==> src/hdl/fedm_pkg.sv <==
package fedm_pkg;

    // Longest query and candidate kept, and one systolic cell per query byte.
    localparam int MAX_LEN = 64;
    // Width of a distance, a length or a count; holds 0 .. MAX_LEN.
    localparam int DW = $clog2(MAX_LEN + 1);
    localparam int CW = 8;

    localparam logic [6:0] MAXD_RST = 7'd2;

    // Action codes carried on the input tuser.
    localparam logic [1:0] ACT_QUERY  = 2'd0;
    localparam logic [1:0] ACT_CAND   = 2'd1;
    localparam logic [1:0] ACT_END    = 2'd2;
    localparam logic [1:0] ACT_CLEAR  = 2'd3;

    typedef enum logic [1:0] {
        ST_IDLE,
        ST_DRAIN,
        ST_WAIT_RES,
        ST_PUSH
    } state_t;

    // What one cell hands to its right neighbor each cycle.
    typedef struct packed {
        logic          wv;      // a row update wave is present
        logic [CW-1:0] ch;      // folded candidate byte
        logic [DW-1:0] dn;      // new row value of the left cell
        logic [DW-1:0] dold;    // old row value of the left cell (diagonal)
        logic          tv;      // end-of-candidate token is present
        logic [DW-1:0] res;     // distance picked up by the token so far
    } link_t;

    // Map ASCII upper case letters to lower case.
    function automatic logic [CW-1:0] fold_case(input logic [CW-1:0] c);
        logic [CW-1:0] r;
        r = c;
        if (c >= 8'h41 && c <= 8'h5A) begin
            r = c + 8'h20;
        end
        return r;
    endfunction

endpackage

==> src/hdl/fedm_cell.sv <==
module fedm_cell
    import fedm_pkg::*;
(
    input  logic          aclk,
    input  logic          aresetn,
    input  link_t         link_in,
    input  logic          restart,
    input  logic [DW-1:0] init_d,
    input  logic          q_we,
    input  logic [CW-1:0] q_data,
    input  logic          is_last,
    output link_t         link_out
);

    logic [CW-1:0] q_reg;
    logic [DW-1:0] d_reg;
    link_t         out_reg;
    logic [DW-1:0] up_cost;
    logic [DW-1:0] left_cost;
    logic [DW-1:0] diag_cost;
    logic [DW-1:0] min_ab;
    logic [DW-1:0] d_next;

    // One step of the edit distance recurrence for this query position.
    always_comb begin
        up_cost   = d_reg + DW'(1);
        left_cost = link_in.dn + DW'(1);
        diag_cost = link_in.dold + ((q_reg != link_in.ch) ? DW'(1) : DW'(0));
        min_ab    = (up_cost < left_cost) ? up_cost : left_cost;
        d_next    = (diag_cost < min_ab) ? diag_cost : min_ab;
    end

    // Stored query byte.
    always_ff @(posedge aclk) begin
        if (q_we) begin
            q_reg <= q_data;
        end
    end

    // Row value held by this cell.
    always_ff @(posedge aclk) begin
        if (!aresetn || restart) begin
            d_reg <= init_d;
        end else if (link_in.wv) begin
            d_reg <= d_next;
        end
    end

    // Valid bits and payload toward the right neighbor; the last query cell
    // inserts its value.
    always_ff @(posedge aclk) begin
        if (!aresetn) begin
            out_reg <= '0;
        end else begin
            out_reg.wv   <= link_in.wv;
            out_reg.tv   <= link_in.tv;
            out_reg.ch   <= link_in.ch;
            out_reg.dn   <= d_next;
            out_reg.dold <= d_reg;
            out_reg.res  <= is_last ? d_reg : link_in.res;
        end
    end

    assign link_out = out_reg;

endmodule

==> config.mk <==
export PLATFORM = sky130hd
export DESIGN_NAME = fedm_cell
export DESIGN_NICKNAME = d
export VERILOG_FILES = /design/src/hdl/fedm_pkg.sv /design/src/hdl/fedm_cell.sv
export SDC_FILE = /design/constraint.sdc
export NUM_CORES = 1
export LEC_CHECK = 0
export BUFFER_PORTS_ARGS = -buffer_cell sky130_fd_sc_hd__buf_2
export CAP_MARGIN = 20
export CORE_ASPECT_RATIO = 0.75
export CORE_MARGIN = 8
export CORE_UTILIZATION = 50
export CTS_CLUSTER_DIAMETER = 120
export CTS_CLUSTER_SIZE = 16
export DETAILED_ROUTE_END_ITERATION = 7
export PLACE_DENSITY = 0.8
export SLEW_MARGIN = 20
export SYNTH_ARGS = -nofsm -noshare
export SYNTH_HDL_FRONTEND = slang
export SYNTH_SLANG_ARGS = --single-unit
==> constraint.sdc <==
create_clock -name aclk -period 5.15 [get_ports aclk]
set_input_delay 0.515 -clock aclk [delete_from_list [all_inputs] [get_ports aclk]]
set_output_delay 0.515 -clock aclk [all_outputs]
set_load 0.1 [all_outputs]
Word level (Yosys, flattened, before mapping)
Index checks and enable logic that the tools add are counted.

Flip-flop bits (word level): 46. Input bits: 51. Output and inout port bits: 31. Word-level logic and storage cells: 23.

Add/subtract/negate cells: 3. $lt $le $gt $ge: 2. Eq/ne operators: 1. Multiplexer cells: 6. Reductions and logical operators: 3.

Operators by type and width (count): $mux 7 (5); $add 7x1->7 const B (2); $lt 7x7->1 (2); $ne 8x8->1 (1); $add 7x1->7 (1); $reduce_bool 2->1 (1); $logic_not 1->1 (1); $logic_or 1x1->1 (1); $mux 1 (1).

Longest topological paths before layout
Gate-level depths: netlist (run 1).

Depth in word-level cells: 7. Gate-level depth with buffers: 20. Gate-level depth less buffers: 19.

Least setup slack after synthesis (run 1)
No wires, ideal clock.

Path kind: input-to-reg. Start point: input link_in[15] (netlist name). End point: register d_reg[6] (data pin). Setup time: 152 ps. Arrival time: 4032 ps. Data required time: 4998 ps. Slack: 966 ps. Cell stages on the path: 17. Buffers on the path: 1. Cells stage by stage: ha_1 > xor2_1 > inv_1 > ha_1 > a21oi_1 > o21ai_0 > a221oi_1 > o311ai_2 > buf_2 > mux2i_1 > ha_1 > o21ai_0 > a211o_1 > and2_1 > a31o_2 > or3_1 > a31oi_1.

Longest elaborated chain between the ends: 7.

RTL lines: from (decl) (RTL line fedm_cell.sv:6) `input link_t link_in,`; $add 7x1->7 * (RTL line fedm_cell.sv:27) `left_cost = link_in.dn + DW'(1);`; $lt 7x7->1 (RTL line fedm_cell.sv:29) `min_ab = (up_cost < left_cost) ? up_cost : left_cost;`; $mux 7 * (RTL line fedm_cell.sv:29); $lt 7x7->1 (RTL line fedm_cell.sv:30) `d_next = (diag_cost < min_ab) ? diag_cost : min_ab;`; $mux 7 * (RTL line fedm_cell.sv:30); $mux 7 * (RTL line fedm_cell.sv:44) `end else if (link_in.wv) begin`; $mux 7 * (RTL line fedm_cell.sv:42) `if (!aresetn || restart) begin`; to (signal assigned) (RTL line fedm_cell.sv:43) `d_reg <= init_d;`; to (signal assigned) (RTL line fedm_cell.sv:45) `d_reg <= d_next;`; to (decl) (RTL line fedm_cell.sv:16) `logic [DW-1:0] d_reg;`.

Mark *: on every way between the ends. The rest lies on a longest branch, timed or not. The select of a mux whose other input is x is not followed. A chain may end at the register's enable or synchronous reset.

Final worst setup path (run 1)
Start point: register d_reg[1]. End point: register d_reg[5] (data pin).

Longest elaborated chain between the ends: 7.

RTL lines: $add 7x1->7 * (RTL line fedm_cell.sv:26) `up_cost = d_reg + DW'(1);`; $lt 7x7->1 (RTL line fedm_cell.sv:29); $mux 7 * (RTL line fedm_cell.sv:29); $lt 7x7->1 (RTL line fedm_cell.sv:30); $mux 7 * (RTL line fedm_cell.sv:30); $mux 7 * (RTL line fedm_cell.sv:44); $mux 7 * (RTL line fedm_cell.sv:42).

Marked as above.

==> results of run 1 <==
[final cells by class]
cell class	count	area share [%]
Clock buffer	6	2.48
Inverter	8	1.03
Timing Repair Buffer	82	14.1
Tap cell	57	2.44
Clock inverter	2	0.342
Sequential cell	46	36.6
Multi-Input combinational cell	182	42.9
[per-layer routing]
layer / global-route usage (%) / vias up
li1: - / 1019
met1: 21.4 / 914
met2: 25.6 / 89
met3: 5.02 / 9
met4: 3.90 / 0
met5: 0 / -
[worst paths after layout]
path / from / end / slack, ps / depth (start not counted)
max reg2reg: d_reg[1] / d_reg[5] / 440 / 15
max: d_reg[1] / d_reg[5] / 440 / 15
min reg2reg: d_reg[4] / link_out[12] / 590 / 1
min: q_data[5] / q_reg[5] / 390 / 1
[critical path, cell delays in order (launching register included)]
cell and delay (ps):
edfxtp_1 460, ha_1 260, xor2_1 340, ha_1 230, nand2_1 50, o21ai_0 170
a221oi_1 150, o311ai_2 910, o21ai_0 210, ha_1 340, a21oi_1 160, o21a_1 250
o21ai_0 230, nor2b_1 200, a221oi_1 370, o21ai_0 120
[logic make-up after synthesis]
family,count (synthesis)
and+or+nand+nor,89
xor gates and xnor gates,21
muxes,11
AOI/OAI and AO/OA,47
DFF,46
adders and majority gates,14
buffers and inverters,13
[where the power goes]
| group | internal [W] | switching, W |
|---|---|---|
| Clock | 0.0000941 | 0.000112 |
| Combinational | 0.000134 | 0.000355 |
| Sequential | 0.000416 | 0.0000202 |
[through the flow]
step | total power, W | utilization (%) | cell area, um2 | hold slack (ps) | setup WS (ps)
2_1_floorplan | 0.000826 | - | 2380 | 518 | 966
3_3_place_gp | 0.000927 | 62.8 | 2840 | 563 | 340
3_5_place_dp | 0.000931 | 62.8 | 2840 | 571 | 232
4_1_cts | 0.00114 | 64.7 | 2920 | 384 | 507
5_1_grt | 0.00119 | 64.7 | 2920 | 375 | 110
6_report | 0.00113 | 64.7 | 2920 | 391 | 445
[Yosys cell counts, types with 3 or more instances]
cell type and count:
edfxtp_1 15, and2_1 19, dfxtp_1 31, mux2i_1 11
or3_1 3, a31oi_1 3, xnor2_1 5, ha_1 14
nand2_1 20, xor2_1 16, o21a_1 3, o21ai_0 13
o21ai_1 4, nor2b_1 3, inv_1 8, nor2_1 22
clkbuf_1 4, a21oi_1 6, nand3_1 8
[cell usage in the layout (no fill, tap or decap), types with 3 or more instances in the layout]
| master | instances |
|---|---|
| ha_1 | 14 |
| a31oi_1 | 3 |
| o21ai_1 | 4 |
| buf_2 | 81 |
| nand3_1 | 8 |
| or3_1 | 3 |
| nand2_1 | 20 |
| dfxtp_1 | 31 |
| o21ai_0 | 13 |
| nor2_1 | 22 |
| inv_1 | 8 |
| clkbuf_8 | 5 |
| mux2i_1 | 11 |
| xor2_1 | 16 |
| a21oi_1 | 6 |
| edfxtp_1 | 15 |
| o21a_1 | 3 |
| xnor2_1 | 5 |
| nor2b_1 | 3 |
| and2_1 | 19 |
==> metrics.yaml, run 1 <==
yosys:
  ys.flop_type: "dfxtp_1"
  muxShareOfSynthArea_pct: 4.63
  synthDistinctLibCells: 44
  ys_seq_elements: 46
  synth_nets: 306
  synth-simple-area-share_pct: 19.1
  synth_top_family_by_area: "simple AND/OR/NAND/NOR gates"
  synth_top_area_share_pct: 26.1
  yosysSeqAreaShare_pct: 45.1
  synth_edf_count: 15
  yosysTopAreaCell: "dfxtp_1"
  netlist_area_um2: 2380
  synthCells: 241
  synth_warnings: 0
  avgSynthCellArea_um2: 9.86
  synthArstFlopShare_pct: 0
  synth-adder-area-share_pct: 7.37
  synth_compound_area_share_pct: 14.0
  synthXorXnorAreaFrac_pct: 7.74
  synthTopCellsByArea: "dfxtp_1, edfxtp_1, ha_1"
layout:
  fill_cells: 403
  final_layout_size_suffix_gt1_share_pct: 29.8
  nNetsFinal: 390
  regArea_um2: 1070
  largest_register_ffs: 31
  final_cells: 383
  syn2layout_area_growth_pct: 23.0
  antennaDiodeCount: 0
  multi_input_area_um2: 1250
detailed_routing:
  drc_errors: 0
  via_per_inst: 5.30
  met2_length_mm: 2.61
  drtPass1Iterations: 4
  wl_met3_um: 579
  vias: 2031
  top_layer: "met4"
  routed_wl_mm: 5.96
  drt_iter0_markers: 139
  drtAntennaViolNets: 0
  wl_per_cell_um: 15.6
  wirelength_met1_mm: 2.70
run:
  drv_cap: 0
setup_path:
  worst_ep_arrival_time_ps: 4740
  cp-end-kind: "flop"
  critPathKind: "reg -> reg"
  cp_data_required_time_ps: 5180
  worstSetupStartpointType: "flop"
  cp_max_fo: 14
die:
  core_um2: 4520
  die_h_um: 75.7
  die_area_um2: 7240
  rows: 21
  initial_core_util_pct: 52.6
  io_pins: 82
  dieWidth_um: 95.6
placement:
  io_buffers: 81
  dp_hpwl_mm: 4.91
  place_inst: 375
  finalWeightedCongestion: 0.912
global_routing:
  grt_pass1_wl_mm: 9.20
  grt_pass1_vias: 1940
  antenna_found_initial: 0
  grt_use_total_pct: 16.3
  grt.overflow.total: 0
  grt_max_degree: 20
sta:
  fin_crit_ps: 4710
  grt_setup_unrepaired: "false"
  setup_tns_ps: 0
  relSlewSlack_pct: 32.4
  maxSlewViolCount: 0
  fin_crit_sh_pct: 91.4
  hold_viol: 0
  worst_pin_slew_ps: 1010
  setup_viol: 0
  fmax_mhz: 213
  finalClockSkew_ps: 5.55
clocking:
  htree_levels: 2
  clk_latency_ps: 290
  numCtsBuffers: 5
  root_buffer: "clkbuf_8"
  cts-resized-gates: 0
  clkTransAtPathRegs_ps: 80
  tritoncts: "yes"
  cts_hold_buf: 0
  clockBufferDepth: 2
  cts_setup_buffers: 0
  cts.sinks: 46
pwr:
  power_density_nw_per_um2: 387
  ir_worst_vdd_mv: 0.273
  leakage_nw: 1.36
run_status:
  status: "finished, final reports clean"
hold_path:
  hp-class: "in -> reg"
(Power assumes the default switching activity.)
==> run 2: changes to the inputs <==
ABC_AREA = 1   (was default)
==> metrics.yaml, run 2 <==
run_status:
  status: "finished, final reports clean"
clocking:
  cts_setup_buffers: 0  # unchanged
  htree_levels: 2  # unchanged
  clockBufferDepth: 2  # unchanged
  numCtsBuffers: 5  # unchanged
  clkTransAtPathRegs_ps: 90  # about the same
  cts.sinks: 46  # unchanged
  cts-resized-gates: 0  # unchanged
  root_buffer: "clkbuf_8"
  cts_hold_buf: 0  # unchanged
  tritoncts: "yes"
  clk_latency_ps: 290  # about the same
sta:
  setup_tns_ps: 0  # unchanged
  relSlewSlack_pct: 62.7  # +30 points
  worst_pin_slew_ps: 557  # -456 ps
  fin_crit_ps: 3800  # -903 ps
  hold_viol: 0  # unchanged
  fin_crit_sh_pct: 73.8  # -18 points
  maxSlewViolCount: 0  # unchanged
  whs_ps: 391  # +0.0840 ps
  fmax_mhz: 263  # +24%
  setup_viol: 0  # unchanged
  grt_setup_unrepaired: "false"
  finalClockSkew_ps: 9.53  # +3.98 ps
die:
  rows: 21  # unchanged
  initial_core_util_pct: 52.7  # +0.11 points
  die_h_um: 75.9  # +0.31%
  core_um2: 4550  # +0.58%
  io_pins: 82  # unchanged
  die_area_um2: 7280  # +0.64%
  dieWidth_um: 95.9  # +0.33%
pwr:
  ir_worst_vdd_mv: 0.300  # +9.6%
  power_density_nw_per_um2: 396  # +2.2%
  leakage_nw: 1.62  # +19%
placement:
  place_area_um2: 2840  # +0.13%
  place_inst: 423  # +13%
  dp_hpwl_mm: 4.71  # -4.2%
  io_buffers: 81  # unchanged
  finalWeightedCongestion: 0.928  # +1.8%
detailed_routing:
  via_per_inst: 4.89  # -7.8%
  drc_errors: 0  # unchanged
  wl_per_cell_um: 13.2  # -15%
  drtPass1Iterations: 4  # unchanged
  routed_wl_mm: 5.71  # -4.2%
  drt_iter0_markers: 120  # -14%
  vias: 2107  # +3.7%
  drtAntennaViolNets: 0  # unchanged
setup_path:
  worstSetupStartpoint: "d_reg[0]"
  r2r_cells: 17  # +2
  timing.rr.end: "d_reg[3]"
  cp_data_required_time_ps: 5210  # +30 ps
  worstSetupStartpointType: "flop"
  cp-end-kind: "flop"
  crit_path_end: "d_reg[3]"
  critPathKind: "reg -> reg"
  worstReg2RegStart: "d_reg[0]"
  cp_max_fo: 11  # -3
  r2r_slack_ps: 1350  # +900 ps
  worst_ep_arrival_time_ps: 3860  # -880 ps
layout:
  multi_input_area_um2: 1150  # -8.7%
  final_layout_size_suffix_gt1_share_pct: 29.7  # -0.075 points
  antennaDiodeCount: 0  # unchanged
  final_cells: 431  # +13%
  syn2layout_area_growth_pct: 23.5
  layout.cells.most_common: "buf_2"
  fill_cells: 421  # +4.5%
  largest_register_ffs: 31  # unchanged
  design_area_um2: 2960  # +1.2%
  nNetsFinal: 438  # +12%
  regArea_um2: 1070  # unchanged
  mostFrequentLayoutCells: "buf_2, nand2_1, inv_1"
yosys:
  synthArstFlopShare_pct: 0  # unchanged
  netlist_area_um2: 2390  # +0.79%
  synth_edf_count: 15  # unchanged
  synth_warnings: 0  # unchanged
  synthTopCellsByArea: "dfxtp_1, edfxtp_1, nand2_1"
  avgSynthCellArea_um2: 8.26  # -16%
  yosysTopAreaCell: "dfxtp_1"
  yosys-top-cells-count: "nand2_1, inv_1, dfxtp_1, nor2_1, nand3_1"
  yosysSeqAreaShare_pct: 44.7  # -0.35 points
  ys.flop_type: "dfxtp_1"
  synth_top_area_share_pct: 25.9  # -0.20 points
  yosysMostFrequentCell: "nand2_1"
  synthDistinctLibCells: 27  # -39%
  ys_seq_elements: 46  # unchanged
  synth_nets: 355  # +16%
  synthCells: 290  # +20%
global_routing:
  grt_pass1_vias: 2165  # +12%
  grt_pass1_wl_mm: 9.71  # +5.6%
  grt.overflow.total: 0  # unchanged
  antenna_found_initial: 0  # unchanged
  grt_max_degree: 26  # +30%
  grt_use_total_pct: 16.4  # +0.12 points
hold_path:
  whs_path_depth: 1  # unchanged
  hp-class: "in -> reg"
run:
  drv_cap: 0  # unchanged
run 2: cell count changes in the layout (fill, tap and decap cells not counted), moves of 6 or more:
| cell | delta |
|---|---|
| nand2_1 | +51 |
| inv_1 | +32 |
| and2_1 | -19 |
| nand3_1 | +14 |
| nand2_2 | +12 |
| mux2i_1 | -11 |
| o21ai_0 | -6 |
| xor2_1 | -6 |
run 2: final cells by class:
cell class                 instances  area share [%]
multi-input combinational        199            38.8
sequential                        46            36.2
clock buffer                       5            2.33
inverter                          40            5.08
clock inverter                     3            1.48
timing repair buffer              81            13.7
tap                               57            2.41
run 2: cells by family after synthesis:
group | Yosys count | synth area share, %
simple gates | 145 | 28.2
flops | 46 | 44.7
buf+inv | 45 | 7.42
compound gates | 21 | 5.43
xor+xnor | 19 | 6.95
fa+ha+maj | 14 | 7.31
run 2: how the worst min path moves through the flow:
| stage | startpoint | end | slack, ps |
|---|---|---|---|
| after floorplan | d_reg[6] | link_out[14] | 470 |
| after global placement | d_reg[1] | link_out[9] | 520 |
| after detailed placement | d_reg[1] | link_out[9] | 540 |
| after CTS | q_data[0] | q_reg[0] | 380 |
| after global routing | q_data[0] | q_reg[0] | 370 |
| final | q_data[1] | q_reg[1] | 390 |
run 2: where the power goes:
part	switching (W)	internal (W)	total (W)
logic	0.000354	0.000115	0.000469
clock network	0.000120	0.000145	0.000265
registers	0.0000210	0.000415	0.000436
total	0.000495	0.000675	0.00117
run 2: stage by stage:
stage          total power (W)  utilization (%)  worst slack, ps
2_1_floorplan         0.000816                -             1870
5_1_grt                0.00124             65.0             1110
4_1_cts                0.00118             65.0             1360
3_5_place_dp          0.000912             62.6             1370
3_3_place_gp          0.000902             62.6             1440
6_report               0.00117             65.0             1350
run 2: layer usage:
metal  vias to the layer above  share of wire (%)  global-route usage [%]
met5                         -                  0                       0
met4                         0               0.61                    2.91
met3                         4                9.3                    5.61
met2                        88                 47                    25.9
met1                       932                 43                    21.2
li1                       1083                  -                       -
run 2: critical path, cell delays in order (launching register included):
cell and delay [ps]:
edfxtp_1 500, ha_1 320, xor2_1 250, ha_1 280, a21oi_1 140, nand2_1 80, nand2_1 60, nand3_1 80
nand3_1 100, nand2_1 230, o21ai_1 300, ha_1 290, a21oi_1 130, nor2_1 80, a211oi_4 370, nand3_1 170
nand3_1 120, nand2_1 60
==> run 3: changes to the inputs <==
CORE_UTILIZATION = 45   (was 50)
PLACE_DENSITY = 0.76   (was 0.8)
clock period = 3.3 ns   (was 5.15 ns; I/O delays follow)
==> metrics.yaml, run 3 (synthesized netlist as in run 2, its figures left out) <==
run_status:
  status: "complete, but fails checks"
  violations: "setup timing"
pwr:
  power_density_nw_per_um2: 597  # +51%
  ir_worst_vdd_mv: 0.478  # +59%
  leakage_nw: 1.85  # +14%
setup_path:
  worstPathBufferInverterCount: 2  # +2
  slowest_delay_ps: 580  # +80 ps
  cp_max_fo: 3  # -8
  worst_ep_arrival_time_ps: 3440  # -420 ps
  r2r_slack_ps: -80  # -1430 ps
  worstSetupStartpointType: "flop"
  cp_data_required_time_ps: 3360  # -1850 ps
  crit_slowest_cell: "or4_4"
  crit_cells: 15  # -2
  r2r_cells: 15  # -2
  critPathKind: "reg -> reg"
  path_cells: "xnor2_1, nand4_1, or4_4, ha_4, ha_4, nand3_4, nand3b_1, xor2_2, ha_1, buf_6, a211oi_4, buf_6, nand3_1, nand3_1, nand2_1"
  timing.rr.end: "d_reg[5]"
  worstReg2RegStart: "q_reg[3]"
  cp_top_family: "simple AND/OR/NAND/NOR gates"
  cp-end-kind: "flop"
sta:
  fmax_mhz: 296  # +12%
  relSlewSlack_pct: 62.5  # -0.21 points
  fin_crit_sh_pct: 103  # +29 points
  hold_viol: 0  # unchanged
  finalWorstSetupSlack_ps: -83.4  # -1430 ps
  worst_pin_slew_ps: 560  # +3.08 ps
  whs_ps: 204  # -187 ps
  fin_crit_ps: 3380  # -419 ps
  grt_setup_unrepaired: "true"
  finalClockSkew_ps: 1.54  # -7.98 ps
  maxSlewViolCount: 0  # unchanged
  setup_viol: 7  # +7
layout:
  final_cells: 484  # +12%
  antennaDiodeCount: 0  # unchanged
  fin_util_pct: 66.2  # +1.2 points
  layout.cells.most_common: "buf_2"
  final_layout_size_suffix_gt1_share_pct: 41.8  # +12 points
  largest_register_ffs: 31  # unchanged
  mostFrequentLayoutCells: "buf_2, nand2_1, inv_1"
  syn2layout_area_growth_pct: 44.8
  nNetsFinal: 473  # +8.0%
  fill_cells: 447  # +6.2%
  design_area_um2: 3470  # +17%
detailed_routing:
  drt_iter0_markers: 68  # -43%
  via_per_inst: 4.54  # -7.1%
  wl_per_cell_um: 13.3  # +0.12%
  drtPass1Iterations: 4  # unchanged
  drc_errors: 0  # unchanged
  drtAntennaViolNets: 0  # unchanged
  vias: 2199  # +4.4%
  routed_wl_mm: 6.41  # +12%
placement:
  place_inst: 461  # +9.0%
  finalWeightedCongestion: 0.910  # -1.9%
  place_ws_ps: -164  # -1540 ps
  dp_hpwl_mm: 4.78  # +1.5%
  io_buffers: 81  # unchanged
  place_area_um2: 3020  # +6.1%
hold_path:
  whs_path_depth: 1  # unchanged
  hp-class: "in -> reg"
  holdPathEnd: "q_reg[0]"
  hp-start: "q_data[0]"
die:
  io_pins: 82  # unchanged
  dieWidth_um: 100  # +4.5%
  die_area_um2: 7940  # +9.0%
  core_um2: 5240  # +15%
  die_h_um: 79.2  # +4.3%
  rows: 23  # +9.5%
  initial_core_util_pct: 45.7  # -7.0 points
run:
  drv_cap: 0  # unchanged
global_routing:
  grt.overflow.total: 0  # unchanged
  grt_pass1_vias: 2130  # -1.6%
  antenna_found_initial: 0  # unchanged
  grt_pass1_wl_mm: 9.72  # about the same
  grt_use_total_pct: 15.4  # -0.98 points
  grt_max_degree: 25  # -3.8%
clocking:
  clkTransAtPathRegs_ps: 80  # about the same
  htree_levels: 2  # unchanged
  cts.sinks: 46  # unchanged
  tritoncts: "yes"
  numCtsBuffers: 5  # unchanged
  root_buffer: "clkbuf_8"
  clk_latency_ps: 290  # about the same
  cts_hold_buf: 0  # unchanged
  clockBufferDepth: 2  # unchanged
==> run 3: layout make-up <==
| class | instances | area (um2) | share of cell area (%) |
|---|---|---|---|
| multi-input cells | 199 | 1330 | 38.4 |
| flip-flops and latches | 46 | 1070 | 30.9 |
| repair buffers | 116 | 687 | 19.8 |
| inverters | 40 | 150 | 4.33 |
| well taps | 75 | 93.8 | 2.71 |
| clock buffers | 5 | 68.8 | 1.98 |
| clock inverters | 3 | 63.8 | 1.84 |
==> run 3: worst max path at each step <==
| stage | from | slack (ps) | endpoint |
|---|---|---|---|
| floorplan | d_reg[0] | 20 | d_reg[0] |
| global placement | link_in[23] | -90 | d_reg[4] |
| detailed placement | link_in[23] | -160 | d_reg[4] |
| CTS | d_reg[0] | 3 | d_reg[4] |
| global route | q_reg[3] | -230 | d_reg[4] |
| finish | q_reg[3] | -80 | d_reg[5] |
==> run 3: stage by stage <==
step / setup TNS (ps) / power, W
floorplan: 0 / 0.00127
global placement: -598 / 0.00147
detailed placement: -1200 / 0.00148
CTS: 0 / 0.00199
global route: -2570 / 0.00218
finish: -473 / 0.00207
==> run 3: layer usage <==
metal  wire (um)  up-vias  GRT usage (%)
li1            -     1150              -
met1        2800      982           18.5
met2        3140       58           26.0
met3         368        9           4.10
met4         105        0           6.02
met5           0        -              0
==> run 3: where the power goes <==
group          internal (W)  switching (W)
clock              0.000300       0.000185
sequential         0.000648      0.0000281
combinational      0.000290       0.000621
total               0.00124       0.000834
==> run 3: worst reg2reg max path, delay by kind of cell, from the launching register on <==
family / cells / cell delay, ps
AO/OA/AOI/OAI: 1 / 270
buffers and inverters: 2 / 310
flip-flops: 1 / 390
XOR/XNOR: 2 / 360
AND/OR/NAND/NOR: 7 / 1180
adder cells (fa/ha/maj): 3 / 650
==> run 3: what timing repair did <==
action / 4_1_cts / 5_1_grt
setup buffers: 10 / 5
gates resized for setup: 11 / 29
pin swaps: 5 / 24
setup endpoints to repair: 8 / 14
